===== src/design/sgb_pkg.sv =====
package sgb_pkg;

  // Accumulator and coefficient-sum widths cover up to 31 taps of 16-bit data.
  localparam int ACC_W = 29;
  localparam int DEN_W = 13;
  localparam int DV_W  = 29;
  localparam int TW    = 16;
  localparam int RW    = 17;
  localparam int QCW   = 5;

  localparam logic [2:0] CFG_RADIUS = 3'd0;
  localparam logic [2:0] CFG_COEF   = 3'd1;
  localparam logic [2:0] CFG_WIDTH  = 3'd2;
  localparam logic [2:0] CFG_HEIGHT = 3'd3;
  localparam logic [2:0] CFG_COMPS  = 3'd4;

  localparam logic [2:0]  RST_RADIUS = 3'd1;
  localparam logic [63:0] RST_COEF   = 64'd13209;
  localparam logic [10:0] RST_WIDTH  = 11'd1024;
  localparam logic [15:0] RST_HEIGHT = 16'd1024;
  localparam logic [2:0]  RST_COMPS  = 3'd4;

  localparam logic [QCW-1:0] DIV_BITS_V = 5'd8;
  localparam logic [QCW-1:0] DIV_BITS_H = 5'd16;

  typedef enum logic [3:0] {
    ST_IDLE,
    ST_V_TAP,
    ST_V_FLUSH,
    ST_V_DIVI,
    ST_V_DIV,
    ST_V_OUT,
    ST_RAW,
    ST_H_PIX,
    ST_H_TAP,
    ST_H_FLUSH,
    ST_H_DIVI,
    ST_H_DIV,
    ST_H_WR
  } state_t;

  typedef struct packed {
    logic latch;
    logic hmode;
    logic tap_start;
    logic tap_step;
    logic div_start;
    logic div_step;
    logic out_load;
    logic raw_wr;
    logic hx_init;
    logic hx_inc;
    logic hb_wr;
    logic advance;
  } cmd_t;

  typedef struct packed {
    logic has_out;
    logic has_in;
    logic eol;
    logic tap_last;
    logic div_last;
    logic out_free;
    logic hx_last;
  } sts_t;

endpackage


===== src/design/sgb_ctrl.sv =====
module sgb_ctrl
  import sgb_pkg::*;
(
  input  logic clk,
  input  logic rst_n,
  input  logic in_tvalid,
  output logic in_tready,
  input  sts_t sts,
  output cmd_t cmd
);

  state_t state_r, state_nxt;

  always_ff @(posedge clk) begin
    if (!rst_n) begin
      state_r <= ST_IDLE;
    end else begin
      state_r <= state_nxt;
    end
  end

  always_comb begin
    state_nxt = state_r;
    cmd       = '0;
    in_tready = 1'b0;
    unique case (state_r)
      ST_IDLE: begin
        in_tready = 1'b1;
        if (in_tvalid) begin
          cmd.latch = 1'b1;
          if (sts.has_out) begin
            cmd.tap_start = 1'b1;
            state_nxt     = ST_V_TAP;
          end else begin
            state_nxt = ST_RAW;
          end
        end
      end
      ST_V_TAP: begin
        cmd.tap_step = 1'b1;
        if (sts.tap_last) begin
          state_nxt = ST_V_FLUSH;
        end
      end
      ST_V_FLUSH: state_nxt = ST_V_DIVI;
      ST_V_DIVI: begin
        cmd.div_start = 1'b1;
        state_nxt     = ST_V_DIV;
      end
      ST_V_DIV: begin
        cmd.div_step = 1'b1;
        if (sts.div_last) begin
          state_nxt = ST_V_OUT;
        end
      end
      ST_V_OUT: begin
        // hold until the output register is free
        if (sts.out_free) begin
          cmd.out_load = 1'b1;
          state_nxt    = ST_RAW;
        end
      end
      ST_RAW: begin
        cmd.raw_wr = sts.has_in;
        if (sts.has_in && sts.eol) begin
          cmd.hx_init = 1'b1;
          state_nxt   = ST_H_PIX;
        end else begin
          cmd.advance = 1'b1;
          state_nxt   = ST_IDLE;
        end
      end
      ST_H_PIX: begin
        cmd.hmode     = 1'b1;
        cmd.tap_start = 1'b1;
        state_nxt     = ST_H_TAP;
      end
      ST_H_TAP: begin
        cmd.hmode    = 1'b1;
        cmd.tap_step = 1'b1;
        if (sts.tap_last) begin
          state_nxt = ST_H_FLUSH;
        end
      end
      ST_H_FLUSH: begin
        cmd.hmode = 1'b1;
        state_nxt = ST_H_DIVI;
      end
      ST_H_DIVI: begin
        cmd.hmode     = 1'b1;
        cmd.div_start = 1'b1;
        state_nxt     = ST_H_DIV;
      end
      ST_H_DIV: begin
        cmd.hmode    = 1'b1;
        cmd.div_step = 1'b1;
        if (sts.div_last) begin
          state_nxt = ST_H_WR;
        end
      end
      ST_H_WR: begin
        cmd.hmode  = 1'b1;
        cmd.hb_wr  = 1'b1;
        if (sts.hx_last) begin
          cmd.advance = 1'b1;
          state_nxt   = ST_IDLE;
        end else begin
          cmd.hx_inc = 1'b1;
          state_nxt  = ST_H_PIX;
        end
      end
      default: state_nxt = ST_IDLE;
    endcase
  end

endmodule


===== config.mk =====
export PLATFORM = sky130hd
export DESIGN_NAME = sgb_ctrl
export DESIGN_NICKNAME = d
export VERILOG_FILES = /design/src/design/sgb_pkg.sv /design/src/design/sgb_ctrl.sv
export SDC_FILE = /design/constraint.sdc
export NUM_CORES = 1
export LEC_CHECK = 0
export BUFFER_PORTS_ARGS = -buffer_cell sky130_fd_sc_hd__buf_4
export CAP_MARGIN = 15
export CORE_UTILIZATION = 30
export DETAILED_ROUTE_END_ITERATION = 10
export PLACE_DENSITY_LB_ADDON = 0.08
export SLEW_MARGIN = 15
export SYNTH_ARGS = -nofsm -noshare
export SYNTH_HDL_FRONTEND = slang
export SYNTH_SLANG_ARGS = --single-unit
export TNS_END_PERCENT = 100

===== constraint.sdc =====
create_clock -name clk -period 3.87 [get_ports clk]
set_input_delay 0.387 -clock clk [delete_from_list [all_inputs] [get_ports clk]]
set_output_delay 0.387 -clock clk [all_outputs]
set_load 0.005 [all_outputs]

# Word-level counts from Yosys, hierarchy flattened
# Cells that the tools add are included.
[op_classes]
shifts = 0
n_reduce_logical = 7
eq_ne = 18
div = 0
muxes = 29
magnitude_cmp = 0
mul = 0
add_sub_neg = 0
bitwise = 0
[ops]
columns = ["cell", "n"]
rows = [
  ["case mux 4 bit (13 select lines)", 1],
  ["2-to-1 mux 4 bit", 6],
  ["== test 4 bit, second input constant", 5],
  ["== test 4 x 3 -> 1 bit, second input constant", 4],
  ["2-to-1 mux 1 bit", 15],
  ["inequality test 2 bit, second input constant", 6],
  ["2-to-1 mux 3 bit", 3],
  ["== test 4 x 2 -> 1 bit, second input constant", 2],
  ["AND reduction 6 bit", 1],
  ["OR reduction 2 bit", 3],
  ["OR reduction 6 bit", 1],
  ["== test 4 x 1 -> 1 bit, second input constant", 1],
  ["zero test 4 bit", 1],
  ["2-to-1 mux 2 bit", 2],
  ["case mux 1 bit (2 select lines)", 2],
  ["logical AND 1 bit", 1],
]
[word_totals]
register_bits = 4
romBits = 0
output_inout_bits = 13
word_cells = 55
latch_bits = 0
n_memories = 0
ramBits = 0
inputBits = 10

# Longest topological paths before layout
# Gate-level depths: netlist of run 1.
[depth]
word_depth = 3
mapped_depth = 6
ltp_nobuf = 4

# Least setup slack after synthesis of run 1
# OpenSTA, ideal clock, no wires.
[synth_path]
kind = "register to output"
startpoint = "register state_r[1]"
endpoint = "output cmd[11] (netlist name)"
path_stages_with_launch = 6
arrival_time_ns = 1.115
setup_slack_ns = 2.368
t_required_ns = 3.483
n_path_buf = 2
cell_sequence = "dfxtp_1 buf_6 or2_1 buf_2 nor3_1 and2_1"
[synth_rtl]
columns = ["item", "line_no", "source"]
rows = [
  ["from (decl)", "sgb_ctrl.sv:12", "state_t state_r, state_nxt;"],
  ["from (signal assigned)", "sgb_ctrl.sv:18", "state_r <= state_nxt;"],
  ["to (decl)", "sgb_ctrl.sv:9", "output cmd_t cmd"],
]

==> qor.txt, run 1 <==
Outcome - complete, but fails checks
Failing checks - DRC
DRT Pass-1 Iters - 7
Classification of the worst-slack hold path - in2reg
Antenna Cells - 0
Synthesized flop and latch total - 4
Vias - 628
Tcrit/Tclk final - 53.3%
Util after Layout - 43.7%
Global-route wire length before repair - 2350 um
Synth Area per Inst - 6.91 um2
Max FO, Critical Path - 18
CORE AREA - 1580 um2
CTS clk-pin slew, worst paths - 0.04 ns
Largest register FFs - 4
Final Hold Viols - 0
Number of setup violations in the final report - 0
DRC violations left - 1
Top Registers - state_r (4)
Die H - 44.1 um
Num ports - 23
Initial DRC count - 15
Most frequent cells in the layout - 22 x buf_4, 9 x nand2_1, 7 x nor3_1
Placed Cells - 107
Worst Skew - 0.00460 ns
TritonCTS clock tree - done
Post-synthesis sequential area ratio - 15.1%
CTS buffer count - 3
Pin count of the biggest net entering global routing - 22
Yosys top cell area share - 15.1%
Avg WL per Cell - 13.5 um
Area grow syn2layout - 29.6%
Hold WS - 0.416 ns
CTS Root Cell - clkbuf_4
Leakage power - 0.000292 uW
# resized after CTS - 0
Max_cap viols - 0
Most flop-heavy register - state_r
Unrepaired setup endpoints after global routing - false
Commonest non-fill, non-tap cell in the layout - buf_4
Antenna-violating nets left - 0
Clock sink count - 4
Final net count - 106
GP Congestion - 0.821
VDD IR max - 346 uV
Number of synthesized flops with an enable pin - 0
GRT Util Overall - 15.7%
Row count - 14
Critical path arrival - 1.68 ns
Final min period - 2.06 ns
H-tree depth - 1
# hold bufs at CTS - 0
CP Class - reg2out
Worst-margin pin slew - 0.652 ns
Leading area contributor after synthesis - dfxtp_1
Routed wire length - 1480 um
Overall Power - 427 uW
Initial antenna violation count - 0
Post-CTS Setup Bufs - 0
Avg Vias per Cell - 5.71
PwrDens - 619 nW/um2
Post-synthesis cell type count - 34
GRT overflow - 0
Starting Density - 33.7%
Number of port buffers - 22
Ys async rst share - 0%
Ranking of synthesized cells by area - dfxtp_1 15%, nor3_1 6.6%, nand2_1 6.4%
CP Launch Type - register
Synth warnings - 0
Cell count after synthesis - 77
Setup TNS - 0 ns
CP required - 3.48 ns
Fraction of layout cells with a size suffix above 1 - 27.7%
Worst setup EP type - output port
Synth Cell Area - 532 um2
Die Wd - 44.1 um
Vias in the first global route - 524
F_max - 0.485 GHz
Syn nets - 87
Non-Filler Instances - 110
Top_reg_cell synth - dfxtp_1
Max-slew headroom - 56.5%
Clk_lat worst skew - 0.24 ns
Slew Limit Fails - 0
Die area - 1940 um2
Clock buffer depth - 2
Hpwl dp - 1010 um
-- cell usage after synthesis (3+ instances only) --
library cell,instances
nand2_1,9
o2111ai_1,3
buf_2,4
nand3_1,4
nand2b_1,3
inv_1,5
dfxtp_1,4
nor3_1,7
a21oi_1,4
-- report_power, final --
| group | switching, uW | total [uW] | internal, uW |
|---|---|---|---|
| clock network | 17.1 | 51.7 | 34.7 |
| registers | 63.9 | 121 | 57.3 |
| logic | 126 | 254 | 128 |
| total | 206 | 427 | 220 |
-- per-stage QoR --
step	setup WS, ns	cell area, um2
after CTS	1.83	689
after global routing	1.63	689
after floorplan	2.37	532
final	1.81	689
after detailed placement	2.10	667
after global placement	2.07	667
-- metal layers --
metal / share of wire, % / wire [um] / GRT usage (%)
met1: 52 / 766 / 24.1
met2: 43 / 638 / 22.6
met3: 5.1 / 75 / 3.67
met4: 0 / 0 / 1.82
met5: 0 / 0 / 0
-- path summary, 6_finish.rpt --
path              startpoint         end  slack [ns]  depth (start not counted)
hold reg to reg   state_r[0]  state_r[0]        0.69                          2
hold / removal         rst_n  state_r[3]        0.42                          2
setup / recovery  state_r[1]      cmd[3]        1.81                          3
setup reg to reg  state_r[3]  state_r[2]        2.09                          4
-- cells by family (layout without fill, tap and decap cells) --
family,Yosys count,in the layout,synth area share [%]
flip-flops,4,4,15.1
AO/OA/AOI/OAI,19,19,25.9
AND/OR/NAND/NOR,39,39,42.6
multiplexers,1,1,1.88
XOR/XNOR,1,1,1.65
buffers and inverters,13,30,12.9
-- layout make-up --
type	count	area, um2
Timing Repair Buffer	22	165
Fill cell	178	887
Multi-Input combinational cell	60	383
Sequential cell	4	80.1
Clock buffer	3	22.5
Inverter	5	18.8
Tap cell	16	20.0
-- critical path, stage by stage (launching register included) --
cell and delay (ns):
dfxtp_1 0.67, inv_1 0.25, nor4_1 0.35, buf_4 0.17
Note: power is estimated with default switching activity, not from simulation.
==> inputs of run 2 (changes only) <==
Clock period 3.87 ns to 2 ns, I/O delays scaled along.
==> qor.txt, run 2 (synthesized netlist as in run 1, its figures left out) <==
Setup TNS - 0 ns
Avg Vias per Cell - 5.57
Clock buffer depth - 2
Switching portion of total power - 46.9%
# hold bufs at CTS - 0
Post-CTS Setup Bufs - 0
Combinational Power Share - 63.5%
Commonest non-fill, non-tap cell in the layout - buf_4
Largest register FFs - 4
Util after Layout - 45.6%
GRT Util Overall - 16.5%
Max-slew headroom - 62.5%
Clock share of power - 11.9%
Max FO, Critical Path - 15
CP Launch Type - register
Vias - 635
Slew Limit Fails - 0
Starting Density - 33.7%
CORE AREA - 1580 um2
GRT overflow - 0
Worst setup path end - cmd[9]
Unrepaired setup endpoints after global routing - false
Most flop-heavy register - state_r
Worst R2R End - state_r[0]
Number of setup violations in the final report - 0
# fillers - 175
Sequential power share - 24.6%
Area grow syn2layout - 35.3%
Clk_lat worst skew - 0.24 ns
CP startpoint - state_r[0]
CTS clk-pin slew, worst paths - 0.04 ns
Initial DRC count - 17
Placed Cells - 111
Fraction of layout cells with a size suffix above 1 - 30.6%
DRC violations left - 0
Final Hold Viols - 0
F_max - 0.576 GHz
CTS Root Cell - clkbuf_4
Critical path arrival - 1.54 ns
Final min period - 1.74 ns
DRT Pass-1 Iters - 6
Worst setup EP type - output port
Vias in the first global route - 550
# resized after CTS - 0
CTS buffer count - 3
PwrDens - 1200 nW/um2
Worst-margin pin slew - 0.562 ns
Die area - 1940 um2
Non-Filler Instances - 114
Clock sink count - 4
Hpwl dp - 1090 um
CP Class - reg2out
R2r worst-path depth - 4
TritonCTS clock tree - done
Classification of the worst-slack hold path - in2reg
Row count - 14
Avg WL per Cell - 13.3 um
Most frequent cells in the layout - 26 x buf_4, 9 x nand2_1, 7 x nor3_1
Antenna-violating nets left - 0
Net switching power - 406 uW
Tcrit/Tclk final - 86.8%
Routed wire length - 1510 um
Max_cap viols - 0
Number of port buffers - 22
CP required - 1.80 ns
Die Wd - 44.1 um
Global-route wire length before repair - 2430 um
GP Congestion - 0.839
H-tree depth - 1
Pin count of the biggest net entering global routing - 20
Pint - 460 uW
Antenna Cells - 0
Die H - 44.1 um
FF-to-FF setup slack - 0.29 ns
Final net count - 110
Leakage power - 0.000312 uW
Top Registers - state_r (4)
VDD IR max - 515 uV
Initial antenna violation count - 0
Num ports - 23
Worst R2R Start - state_r[3]
Outcome - completed
Worst Skew - 0.00906 ns
## run 2: cell types whose count changed in the layout (fill, tap and decap cells not counted), sizes merged
| cell | previous run | this run |
|---|---|---|
| buf | 22 | 26 |
## run 2: layout make-up
class,instances,area (um2),share of cell area [%]
Multi-Input combinational cell,60,383,53.2
Clock buffer,3,22.5,3.13
Timing Repair Buffer,26,195,27.1
Inverter,5,18.8,2.61
Tap cell,16,20.0,2.78
Sequential cell,4,80.1,11.1
## run 2: worst min path at each step
stage / from / endpoint / cells past startpoint
final: rst_n / state_r[3] / 2
after floorplan: rst_n / state_r[3] / 1
after CTS: rst_n / state_r[3] / 2
after detailed placement: rst_n / state_r[3] / 2
after global placement: rst_n / state_r[3] / 2
after global routing: rst_n / state_r[3] / 2
## run 2: power by group through the flow
stage | clock, uW | combinational (uW) | sequential, uW
2_1_floorplan | 0 | 445 | 133
6_report | 103 | 550 | 213
3_3_place_gp | 0 | 554 | 214
3_5_place_dp | 0 | 551 | 213
5_1_grt | 109 | 609 | 226
4_1_cts | 105 | 554 | 211
## run 2: worst max-delay path, stage by stage, from the launching register on
cell and delay, ns:
dfxtp_1 0.43, or2_1 0.38, nor2_1 0.11, nand3_1 0.08
a21oi_1 0.16, buf_4 0.13
## run 2: metrics by stage
stage,hold slack [ns],power [uW],worst slack (ns),instance area [um2]
after floorplan,0.322,579,0.617,532
after global placement,0.468,768,0.306,697
after detailed placement,0.466,764,0.316,697
after CTS,0.221,871,0.242,719
after global routing,0.238,944,0.110,719
final,0.221,866,0.264,719
## run 2: per-layer routing
layer	up-vias	GRT usage, %	part of all wire [%]
met5	-	0	0
met3	3	1.22	3.8
met4	0	7.27	1.1
met2	16	24.4	45
li1	333	-	-
met1	283	24.4	50
==> inputs of run 3 (changes only) <==
==> constraint.sdc (replaced) <==
create_clock -name clk -period 2 [get_ports clk]
set_input_delay 0.3 -clock clk [delete_from_list [all_inputs] [get_ports clk]]
set_output_delay 0.3 -clock clk [all_outputs]
set_load 0.005 [all_outputs]
==> qor.txt, run 3 (synthesized netlist as in run 1, its figures left out) <==
Routed wire length - 1470 um
GRT overflow - 0
H-tree depth - 1
Antenna Cells - 0
CTS Root Cell - clkbuf_4
GR Layer Usage met2 - 24.4%
# fillers - 170
Die Wd - 44.1 um
TritonCTS clock tree - done
Initial antenna violation count - 0
Pin count of the biggest net entering global routing - 19
Commonest non-fill, non-tap cell in the layout - buf_4
FF-to-FF setup slack - 0.35 ns
Clock buffer depth - 2
Number of port buffers - 22
Slew Limit Fails - 0
CP required - 1.70 ns
Avg WL per Cell - 13.3 um
Final min period - 1.85 ns
Met3 Resource Use GR - 3.67%
Net switching power - 393 uW
Overall Power - 825 uW
Clk_lat worst skew - 0.23 ns
FF+latch area - 82.6 um2
Critical path arrival - 1.55 ns
Final Hold Viols - 0
DRT Pass-1 Iters - 6
GRT Util Overall - 15.5%
Pint - 431 uW
Leakage power - 0.000298 uW
CP max stage delay - 0.61 ns
CORE AREA - 1580 um2
Number of setup violations in the final report - 0
Global-route wire length before repair - 2340 um
CP bufs+invs - 1
Num ports - 23
Avg Vias per Cell - 5.77
Max_cap viols - 0
CP Class - reg2out
Clock sink count - 4
Setup TNS - 0 ns
F_max - 0.541 GHz
Crit path cell chain - or2_1, nor3_1, and2_1, buf_4
Sequential power share - 28.5%
# hold bufs at CTS - 0
Vias - 640
Top Registers - state_r (4)
Routing usage on met1 - 22.1%
Crit path depth - 4
Combinational Power Share - 59.5%
CTS clk-pin slew, worst paths - 0.03 ns
Vias in the first global route - 518
Area grow syn2layout - 31.5%
Initial DRC count - 11
Die H - 44.1 um
Antenna-violating nets left - 0
Multi-input gate area - 383 um2
Largest register FFs - 4
Post-CTS Setup Bufs - 0
Hpwl dp - 1040 um
CP Launch Type - register
Cell family with most CP delay - flip-flops
PwrDens - 1180 nW/um2
Clock share of power - 12.0%
Worst-margin pin slew - 0.484 ns
Starting Density - 33.7%
VDD IR max - 805 uV
Worst Skew - 0.00350 ns
R2r worst-path depth - 4
Unrepaired setup endpoints after global routing - false
DRC violations left - 0
Outcome - completed
Global route hottest layer - met2
Critical Path Slowest Stage Cell - dfxtp_1
Classification of the worst-slack hold path - in2reg
Max-slew headroom - 67.7%
Tcrit/Tclk final - 92.4%
Max FO, Critical Path - 15
Most flop-heavy register - state_r
Hold Path Depth - 2
GP Congestion - 0.812
Most frequent cells in the layout - 23 x buf_4, 9 x nand2_1, 7 x nor3_1
Die area - 1940 um2
Worst setup EP type - output port
Row count - 14
Switching portion of total power - 47.7%
Fraction of layout cells with a size suffix above 1 - 30.5%
Final net count - 107
CTS buffer count - 3
run 3: cell count changes in the layout (fill, tap and decap cells not counted), sizes merged:
cell,change
buf,-3
run 3: timing repair:
| action | CTS | global route |
|---|---|---|
| setup endpoints to repair | 0 | 4 |
| gates resized for setup | 0 | 2 |
| endpoints found under the hold margin | 0 | 0 |
run 3: routing by layer:
layer / vias to the layer above / part of all wire (%)
met3: 0 / 4.5
li1: 327 / -
met4: 0 / 0
met2: 14 / 44
met1: 299 / 51
met5: - / 0
run 3: through the flow:
stage | setup WS (ns) | hold WS [ns] | instances | instance area (um2) | utilization, %
after floorplan | 0.585 | 0.422 | 77 | 532 | -
after global placement | 0.358 | 0.568 | 108 | 674 | 42.8
after detailed placement | 0.315 | 0.564 | 108 | 674 | 42.8
after CTS | 0.0813 | 0.322 | 111 | 697 | 44.2
after global routing | 0.0127 | 0.330 | 111 | 699 | 44.4
final | 0.151 | 0.330 | 111 | 699 | 44.4
run 3: cell type report:
cell class	count	share of cell area, %
multi-input combinational	60	54.7
timing repair buffer	23	24.7
sequential	4	11.8
clock buffer	3	3.22
tap	16	2.86
inverter	5	2.68
run 3: power by group through the flow:
stage                     registers [uW]  logic (uW)  clock network (uW)
after floorplan                      133         445                   0
after global placement               230         497                   0
after detailed placement             228         489                   0
after CTS                            226         491                 104
after global routing                 250         547                 110
final                                235         490                98.8
run 3: final timing paths:
| check | start | end |
|---|---|---|
| worst min-delay path | rst_n | state_r[3] |
| worst max register to register | state_r[0] | state_r[2] |
| worst max-delay path | state_r[0] | cmd[11] |
| worst min register to register | state_r[0] | state_r[0] |
